File: config.mk
export PLATFORM = sky130hd
export DESIGN_NAME = co2_sensor_uart_query_frame
export DESIGN_NICKNAME = d
export VERILOG_FILES = /design/src/design/cuqf_pkg.sv /design/src/design/cuqf_tx_seq.sv /design/src/design/cuqf_engine.sv /design/src/design/cuqf_out_reg.sv /design/src/design/co2_sensor_uart_query_frame.sv
export SDC_FILE = /design/constraint.sdc
export NUM_CORES = 1
export LEC_CHECK = 0
export BUFFER_PORTS_ARGS = -buffer_cell sky130_fd_sc_hd__buf_4
export CORE_MARGIN = 1
export CORE_UTILIZATION = 45
export CTS_CLUSTER_SIZE = 28
export DETAILED_ROUTE_END_ITERATION = 10
export GPL_TIMING_DRIVEN = 0
export SYNTH_ARGS = -nofsm -noshare
export SYNTH_HDL_FRONTEND = slang
export SYNTH_SLANG_ARGS = --single-unit
File: constraint.sdc
create_clock -name clock -period 4.1 [get_ports clock]
set_input_delay 0.41 -clock clock [delete_from_list [all_inputs] [get_ports clock]]
set_output_delay 0.41 -clock clock [all_outputs]
set_load 0.02 [all_outputs]
File: src/design/cuqf_pkg.sv
// Shared constants, codes, result struct and read-command table for the
// gas sensor UART query frame block. No dependencies.
package cuqf_pkg;

   // Input command codes (req_tuser)
   localparam logic [1:0] CMD_TICK  = 2'd0;
   localparam logic [1:0] CMD_START = 2'd1;
   localparam logic [1:0] CMD_BYTE  = 2'd2;

   // Result kinds (rsp_tuser)
   localparam logic KIND_TX      = 1'b0;
   localparam logic KIND_OUTCOME = 1'b1;

   // Outcome status codes
   localparam logic [2:0] ST_OK        = 3'd0;
   localparam logic [2:0] ST_TIMEOUT   = 3'd1;
   localparam logic [2:0] ST_BAD_START = 3'd2;
   localparam logic [2:0] ST_CHECKSUM  = 3'd3;
   localparam logic [2:0] ST_RANGE     = 3'd4;

   // Configuration register indexes
   localparam logic CSR_TIMEOUT_TICKS = 1'b0;
   localparam logic CSR_MAX_PPM       = 1'b1;

   localparam logic [15:0] TIMEOUT_TICKS_RESET = 16'd200;
   localparam logic [15:0] MAX_PPM_RESET       = 16'd50000;

   // Frame layout: nine bytes, positions 0 to 8
   localparam logic [3:0] FRAME_LAST_POS = 4'd8;
   localparam logic [3:0] PPM_HIGH_POS   = 4'd2;
   localparam logic [3:0] PPM_LOW_POS    = 4'd3;
   localparam logic [7:0] START_BYTE     = 8'hFF;

   typedef struct packed {
      logic        kind;
      logic [7:0]  tx_byte;
      logic        last;
      logic [2:0]  status;
      logic [15:0] ppm;
   } result_type;

   typedef struct packed {
      logic        we;
      logic        index;
      logic [15:0] data;
   } csr_wr_type;

   // Fixed read command sent at the start of each query
   function automatic logic [7:0] read_cmd_byte(input logic [3:0] pos);
      logic [7:0] b;
      case (pos)
         4'd0:    b = 8'hFF;
         4'd1:    b = 8'h01;
         4'd2:    b = 8'h86;
         4'd8:    b = 8'h79;
         default: b = 8'h00;
      endcase
      return b;
   endfunction

endpackage

File: src/design/cuqf_tx_seq.sv
// Transmit sequencer: walks the nine read-command bytes, one per free output slot.
// Depends on cuqf_pkg.
module cuqf_tx_seq (
   input  logic                 clock,
   input  logic                 reset,
   input  logic                 start,
   input  logic                 advance,
   output logic                 busy,
   output logic                 tx_valid,
   output cuqf_pkg::result_type tx_res
);
   import cuqf_pkg::*;

   logic       busy_ff, busy_in;
   logic [3:0] pos_ff, pos_in;
   logic [3:0] cur_pos;

   // start loads byte 0 directly; the remaining bytes follow from pos_ff
   assign cur_pos  = busy_ff ? pos_ff : 4'd0;
   assign tx_valid = start || busy_ff;
   assign busy     = busy_ff;

   always_comb begin
      tx_res         = '0;
      tx_res.kind    = KIND_TX;
      tx_res.tx_byte = read_cmd_byte(cur_pos);
      tx_res.last    = (cur_pos == FRAME_LAST_POS);
      tx_res.status  = ST_OK;
   end

   always_comb begin
      busy_in = busy_ff;
      pos_in  = pos_ff;
      if (advance) begin
         if (start) begin
            busy_in = 1'b1;
            pos_in  = 4'd1;
         end else if (busy_ff) begin
            if (pos_ff == FRAME_LAST_POS) begin
               busy_in = 1'b0;
               pos_in  = 4'd0;
            end else begin
               pos_in = pos_ff + 4'd1;
            end
         end
      end
   end

   always_ff @(posedge clock) begin
      if (reset) begin
         busy_ff <= 1'b0;
         pos_ff  <= 4'd0;
      end else begin
         busy_ff <= busy_in;
         pos_ff  <= pos_in;
      end
   end

   a_pos_range: assert property (@(posedge clock) disable iff (reset)
      busy_ff |-> (pos_ff != 4'd0 && pos_ff <= FRAME_LAST_POS))
      else $error("tx position out of frame while busy");

   a_no_start_busy: assert property (@(posedge clock) disable iff (reset)
      busy_ff |-> !start)
      else $error("query start taken while command frame still going out");

endmodule

File: src/design/cuqf_engine.sv
// Reply collector: configuration registers, byte count, running sum, timeout
// counter and outcome check. Depends on cuqf_pkg.
module cuqf_engine (
   input  logic                 clock,
   input  logic                 reset,
   input  cuqf_pkg::csr_wr_type csr_wr,
   input  logic                 accept,
   input  logic [1:0]           command,
   input  logic [7:0]           rx_byte,
   output logic                 res_valid,
   output cuqf_pkg::result_type res
);
   import cuqf_pkg::*;

   logic [15:0] timeout_ticks_ff, timeout_ticks_in;
   logic [15:0] max_ppm_ff, max_ppm_in;
   logic        waiting_ff, waiting_in;
   logic [3:0]  bytes_ff, bytes_in;
   logic [7:0]  sum_ff, sum_in;
   logic        start_ok_ff, start_ok_in;
   logic [7:0]  ppm_hi_ff, ppm_hi_in;
   logic [7:0]  ppm_lo_ff, ppm_lo_in;
   logic [15:0] ticks_ff, ticks_in;

   logic [15:0] ticks_inc;
   logic [7:0]  expect_sum;
   logic [15:0] ppm_val;

   assign ticks_inc  = (ticks_ff == 16'hFFFF) ? ticks_ff : ticks_ff + 16'd1;
   assign expect_sum = ~sum_ff + 8'd1;
   assign ppm_val    = {ppm_hi_ff, ppm_lo_ff};

   always_comb begin
      timeout_ticks_in = timeout_ticks_ff;
      max_ppm_in       = max_ppm_ff;
      if (csr_wr.we) begin
         case (csr_wr.index)
            CSR_TIMEOUT_TICKS: timeout_ticks_in = csr_wr.data;
            CSR_MAX_PPM:       max_ppm_in       = csr_wr.data;
            default:           ;
         endcase
      end
   end

   always_comb begin
      waiting_in  = waiting_ff;
      bytes_in    = bytes_ff;
      sum_in      = sum_ff;
      start_ok_in = start_ok_ff;
      ppm_hi_in   = ppm_hi_ff;
      ppm_lo_in   = ppm_lo_ff;
      ticks_in    = ticks_ff;
      res_valid   = 1'b0;
      res         = '0;
      res.kind    = KIND_OUTCOME;
      res.last    = 1'b1;

      if (accept) begin
         case (command)
            CMD_START: begin
               waiting_in  = 1'b1;
               bytes_in    = 4'd0;
               sum_in      = 8'd0;
               start_ok_in = 1'b0;
               ppm_hi_in   = 8'd0;
               ppm_lo_in   = 8'd0;
               ticks_in    = 16'd0;
            end
            CMD_TICK: begin
               if (waiting_ff) begin
                  ticks_in = ticks_inc;
                  if (ticks_inc >= timeout_ticks_ff) begin
                     res_valid   = 1'b1;
                     res.status  = ST_TIMEOUT;
                     waiting_in  = 1'b0;
                     bytes_in    = 4'd0;
                     sum_in      = 8'd0;
                     start_ok_in = 1'b0;
                     ppm_hi_in   = 8'd0;
                     ppm_lo_in   = 8'd0;
                     ticks_in    = 16'd0;
                  end
               end
            end
            CMD_BYTE: begin
               if (waiting_ff) begin
                  if (bytes_ff == 4'd0) begin
                     start_ok_in = (rx_byte == START_BYTE);
                  end else if (bytes_ff != FRAME_LAST_POS) begin
                     sum_in = sum_ff + rx_byte;
                     if (bytes_ff == PPM_HIGH_POS) ppm_hi_in = rx_byte;
                     if (bytes_ff == PPM_LOW_POS)  ppm_lo_in = rx_byte;
                  end
                  if (bytes_ff != FRAME_LAST_POS) begin
                     bytes_in = bytes_ff + 4'd1;
                  end else begin
                     // ninth byte: checksum byte, give the outcome
                     res_valid = 1'b1;
                     if (!start_ok_ff) begin
                        res.status = ST_BAD_START;
                     end else if (expect_sum != rx_byte) begin
                        res.status = ST_CHECKSUM;
                     end else if (ppm_val > max_ppm_ff) begin
                        res.status = ST_RANGE;
                     end else begin
                        res.status = ST_OK;
                        res.ppm    = ppm_val;
                     end
                     waiting_in  = 1'b0;
                     bytes_in    = 4'd0;
                     sum_in      = 8'd0;
                     start_ok_in = 1'b0;
                     ppm_hi_in   = 8'd0;
                     ppm_lo_in   = 8'd0;
                     ticks_in    = 16'd0;
                  end
               end
            end
            default: ;
         endcase
      end
   end

   always_ff @(posedge clock) begin
      if (reset) begin
         timeout_ticks_ff <= TIMEOUT_TICKS_RESET;
         max_ppm_ff       <= MAX_PPM_RESET;
         waiting_ff       <= 1'b0;
         bytes_ff         <= 4'd0;
         sum_ff           <= 8'd0;
         start_ok_ff      <= 1'b0;
         ppm_hi_ff        <= 8'd0;
         ppm_lo_ff        <= 8'd0;
         ticks_ff         <= 16'd0;
      end else begin
         timeout_ticks_ff <= timeout_ticks_in;
         max_ppm_ff       <= max_ppm_in;
         waiting_ff       <= waiting_in;
         bytes_ff         <= bytes_in;
         sum_ff           <= sum_in;
         start_ok_ff      <= start_ok_in;
         ppm_hi_ff        <= ppm_hi_in;
         ppm_lo_ff        <= ppm_lo_in;
         ticks_ff         <= ticks_in;
      end
   end

   a_idle_clear: assert property (@(posedge clock) disable iff (reset)
      !waiting_ff |-> (bytes_ff == 4'd0 && ticks_ff == 16'd0))
      else $error("exchange counters not cleared while idle");

   a_count_range: assert property (@(posedge clock) disable iff (reset)
      bytes_ff <= FRAME_LAST_POS)
      else $error("reply byte count beyond frame");

endmodule

File: src/design/cuqf_out_reg.sv
// Result register between the block and the rsp stream; frees as it drains.
// Depends on cuqf_pkg.
module cuqf_out_reg (
   input  logic                 clock,
   input  logic                 reset,
   input  logic                 load_valid,
   input  cuqf_pkg::result_type load_res,
   input  logic                 rsp_tready,
   output logic                 rsp_valid,
   output cuqf_pkg::result_type rsp_res,
   output logic                 free
);
   import cuqf_pkg::*;

   logic       valid_ff, valid_in;
   result_type res_ff;

   assign free      = !valid_ff || rsp_tready;
   assign valid_in  = free ? load_valid : valid_ff;
   assign rsp_valid = valid_ff;
   assign rsp_res   = res_ff;

   always_ff @(posedge clock) begin
      if (reset) begin
         valid_ff <= 1'b0;
      end else begin
         valid_ff <= valid_in;
      end
   end

   always_ff @(posedge clock) begin
      if (free) begin
         res_ff <= load_res;
      end
   end

   a_load_lands: assert property (@(posedge clock) disable iff (reset)
      (free && load_valid) |=> valid_ff)
      else $error("loaded result not held in output register");

endmodule

File: src/design/co2_sensor_uart_query_frame.sv
// Top level of the gas sensor UART query frame block.
// Depends on cuqf_pkg, cuqf_tx_seq, cuqf_engine, cuqf_out_reg.
//
//   channel | direction | tdata / data                     | tuser   | tlast
//   req_    | in        | [7:0] rx_byte                    | command | -
//   rsp_    | out       | [7:0] tx_byte [10:8] status      | kind    | last
//           |           | [26:11] ppm, [31:27] zero        |         |
//   csr_    | in        | csr_index 0 timeout_ticks, 1 max_ppm, 16-bit csr_wdata
//
// Ticks and received bytes are taken one per cycle, back to back, while the
// output register is free and no command frame is going out; results appear in
// the rsp output register in the cycle after the transaction. A query start
// holds req_tready low after its transaction while the rest of the command
// frame leaves the transmit sequencer, one byte per free output slot.
// rsp_tready low stalls the output register and with it req_tready.
// Reset is synchronous; it restores the register defaults and goes idle.
module co2_sensor_uart_query_frame (
   input  logic        clock,
   input  logic        reset,
   input  logic        req_tvalid,
   output logic        req_tready,
   input  logic [7:0]  req_tdata,   // [7:0] rx_byte
   input  logic [1:0]  req_tuser,   // [1:0] command
   output logic        rsp_tvalid,
   input  logic        rsp_tready,
   output logic [31:0] rsp_tdata,   // [7:0] tx_byte, [10:8] status, [26:11] ppm
   output logic        rsp_tuser,   // [0] kind
   output logic        rsp_tlast,
   input  logic        csr_we,
   input  logic        csr_index,
   input  logic [15:0] csr_wdata
);
   import cuqf_pkg::*;

   logic       accept;
   logic       start;
   logic       out_free;
   logic       tx_busy;
   logic       tx_valid;
   result_type tx_res;
   logic       eng_valid;
   result_type eng_res;
   logic       load_valid;
   result_type load_res;
   result_type out_res;
   csr_wr_type csr_wr;

   assign req_tready = out_free && !tx_busy;
   assign accept     = req_tvalid && req_tready;
   assign start      = accept && (req_tuser == CMD_START);

   assign csr_wr.we    = csr_we;
   assign csr_wr.index = csr_index;
   assign csr_wr.data  = csr_wdata;

   cuqf_tx_seq u_tx_seq (
      .clock    (clock),
      .reset    (reset),
      .start    (start),
      .advance  (out_free),
      .busy     (tx_busy),
      .tx_valid (tx_valid),
      .tx_res   (tx_res)
   );

   cuqf_engine u_engine (
      .clock     (clock),
      .reset     (reset),
      .csr_wr    (csr_wr),
      .accept    (accept),
      .command   (req_tuser),
      .rx_byte   (req_tdata),
      .res_valid (eng_valid),
      .res       (eng_res)
   );

   // the engine never yields a result on a start, so the sources do not collide
   assign load_valid = tx_valid || eng_valid;
   assign load_res   = tx_valid ? tx_res : eng_res;

   cuqf_out_reg u_out_reg (
      .clock      (clock),
      .reset      (reset),
      .load_valid (load_valid),
      .load_res   (load_res),
      .rsp_tready (rsp_tready),
      .rsp_valid  (rsp_tvalid),
      .rsp_res    (out_res),
      .free       (out_free)
   );

   assign rsp_tdata = {5'd0, out_res.ppm, out_res.status, out_res.tx_byte};
   assign rsp_tuser = out_res.kind;
   assign rsp_tlast = out_res.last;

   a_busy_blocks_req: assert property (@(posedge clock) disable iff (reset)
      tx_busy |-> !req_tready)
      else $error("request taken during command frame");

endmodule
==> run metrics <==
Residual DRC 0; initial antenna violation count 0; Leakage 2.99 nW; post-route setup slack 174 ps; Crit path top cell by count and4_2; number of synthesized flops with an enable pin 24; Tightest Hold Check Type in2reg; slowest CP cell or4_4; leading area contributor after synthesis dfxtp_1; WHS Path Cells 3; Final Hold Fails 0; die area 14000 um2; post-synthesis register bit count 108; commonest non-fill, non-tap cell in the layout nand2_1; Final Max Tran Viols 0; unrepaired setup endpoints after global routing no; Startpoint Class register; placement-stage worst setup slack -479 ps; wire per inst 15.5 um; Final period util 95.8%; Die Wd 118 um; post-DP HPWL 11600 um; post-synthesis mux area share 3.35%; Critical Path Fanout Max 10; Vias 5200; Synth Area in Compound Gates 17.2%; kind of cell adding the most delay to the critical path simple AND/OR/NAND/NOR gates; Power Dens Cells 331 nW/um2; largest net degree at the start of global routing 28; Site Rows 42; required time of the critical path 4350 ps; worst vdd ir 0.000159 V; outcome finished, final reports clean; WP buf/inv 1; vias in the first global route 4881; sequential cell area fraction in the yosys report 39.5%; Post-Synth Simple-Gate Area 20.7%; Area Growth Syn to Fin 18.3%; Post-Syn Instances 690; CP Depth 12; Clk Latency, worst-skew pair 360 ps; actual slew at the worst max-slew pin 933 ps; vias per std cell 5.49; Post-synth top flop dfxtp_1; root cell of the clock tree clkbuf_16; WP data arrival 4170 ps; Bufs on Longest Clock Path 2; FF-to-FF path depth 12; Crit. Startpoint u_engine.ticks_ff[2]; post-layout min period 3930 ps; Ant. Diodes 0; crit-path max cell delay 590 ps; post-cts hold buffer count 0; M1 WL 6940 um; Clock transition at path regs 70 ps; Final Setup Violations 0; maxcap violations 0; Die Y 118 um; CTS sink count 108; Synth top area share 27.6%; largest family of logic cells by synthesized area simple AND/OR/NAND/NOR gates; r2r endpoint u_engine.ticks_ff[7]; Slew headroom 37.3%; Starting Density 46.1%; first-pass iteration count of the detailed router 4; GRT Total Usage 21.9%; drt total wl 14700 um; Post-Route Skew 7.97 ps; synthesis warning total 0; post-synthesis xor/xnor area fraction 3.17%; Setup crit end u_engine.ticks_ff[7]; Placed Instances 930; FFs w/ async S/R, synth 0%; Synth cell types 65; fin nets 846; WL met2 6700 um; CTS tree yes; Synth area leaders dfxtp_1 28%, edfxtp_1 12%, ha_1 9.5%, nand2_1 6.4%, a21oi_1 3.9%; post-route ant nets 0; Adder-Cell Fraction of Synth Area 9.79%; io pins 68; grt ovf 0; layout cell share with drive strength beyond 1 15.5%; most frequent cells in the layout 103 x nand2_1, 78 x dfxtp_1, 73 x buf_4; core area 13200 um2; TritonCTS buffer count 9; worst-path cell chain and4_2 > nand2_1 > or4_1 > mux2_2 > ha_1 > and4_1 > nand4_1 > or4_4 > and4_2 > clkbuf_2 > a31o_2 > a22o_1; metal3 WL 777 um; maximum clock rate 0.255 GHz; first-pass GRT wire length 24200 um; Post-Syn Area 6080 um2; WS Path Type reg2reg; CP Capture Type register; synthesized area per cell 8.82 um2; CTS H-tree depth 3; IO Port Bufs 60; top sig layer met4; starting DRC count in detailed routing 331; R2R Path Start u_engine.ticks_ff[2]; GP Congestion 0.838; Final Non-Filler Cells 948; reg2reg setup slack 170 ps
[area by class of cell]
cell class	instances	area [um2]
well taps	176	220
multi-input cells	496	3340
clock buffers	12	289
plain buffers	33	175
clock inverters	4	50.0
flip-flops and latches	108	2410
repair buffers	64	505
fillers	1223	5990
inverters	55	206
[cell usage after synthesis (3+ instances only)]
master      n
and2_0      3
o22ai_1     4
a21oi_1    47
nand2b_1    5
nor2b_1     7
and3_1      5
a22o_1     17
and2_1     19
a211oi_1    4
nor4_1      5
inv_1      55
buf_4      10
xor2_1      6
a31oi_1    10
o211ai_1   14
a21o_1      9
ha_1       46
nor3_1     12
o21a_1      4
mux2i_1    17
o21ai_0    15
clkbuf_1   24
nand2_1   103
nand3_1    23
nand4_1    15
and4_1      5
dfxtp_1    84
edfxtp_1   24
mux2_2      3
o31ai_1     3
xnor2_1    16
nor2_1     29
a31o_2      3
[per-stage QoR]
stage	cell area (um2)	util, %	setup TNS [ps]	total power, mW	hold slack [ps]
floorplan	6100	-	0	1.33	436
global placement	6770	51.3	-9870	1.43	447
detailed placement	6770	51.3	-14890	1.44	450
CTS	7160	54.3	0	2.41	293
global route	7200	54.6	0	2.48	303
finish	7200	54.6	0	2.39	305
[worst min-delay path by stage]
stage / startpoint / to / slack (ps)
final: csr_wdata[15] / u_engine.max_ppm_ff[15] / 300
after global routing: csr_wdata[8] / u_engine.max_ppm_ff[8] / 300
after CTS: csr_wdata[4] / u_engine.max_ppm_ff[4] / 290
after detailed placement: u_engine.timeout_ticks_ff[10] / u_engine.timeout_ticks_ff[10] / 450
after floorplan: u_engine.max_ppm_ff[10] / u_engine.max_ppm_ff[10] / 440
after global placement: u_engine.max_ppm_ff[3] / u_engine.max_ppm_ff[3] / 450
[timing repair]
action                                 CTS  global route
resized for setup                        4            16
setup buffers                            2             2
setup endpoints to repair               44            40
cloned                                   0             0
pin swaps                                3             2
endpoints found under the hold margin    0             0
[per-layer routing]
| layer | track usage, % | vias up |
|---|---|---|
| met1 | 29.5 | 2456 |
| met3 | 3.38 | 18 |
| met4 | 9.13 | 0 |
| met2 | 35.0 | 114 |
| met5 | 0 | - |
| li1 | - | 2612 |
[logic make-up after synthesis]
| group | count (synthesis) |
|---|---|
| buffers and inverters | 90 |
| muxes | 20 |
| other | 1 |
| xor gates and xnor gates | 22 |
| and+or+nand+nor | 250 |
| AOI/OAI and AO/OA | 152 |
| adders and majority gates | 47 |
| DFF | 108 |
[flip-flops by register name, indices dropped and copies added (netlist names)]
name                       count
u_engine.ppm_lo_ff             8
u_engine.timeout_ticks_ff     16
u_engine.waiting_ff            1
u_tx_seq.pos_ff                4
u_engine.bytes_ff              4
u_engine.ppm_hi_ff             8
u_tx_seq.busy                  1
u_engine.sum_ff                8
u_engine.max_ppm_ff           16
u_engine.start_ok_ff           1
u_out_reg.rsp_res             24
u_engine.ticks_ff             16
u_out_reg.rsp_valid            1
[worst min-delay path, cell delays in order]
cell	delay, ps
buf_4	90
nand2_1	50
o211ai_1	80
[power by group]
group / switching, mW / internal, mW
Combinational: 0.164 / 0.116
Sequential: 0.0170 / 1.12
Clock: 0.405 / 0.565
Total: 0.586 / 1.80
(Power assumes the default switching activity.)
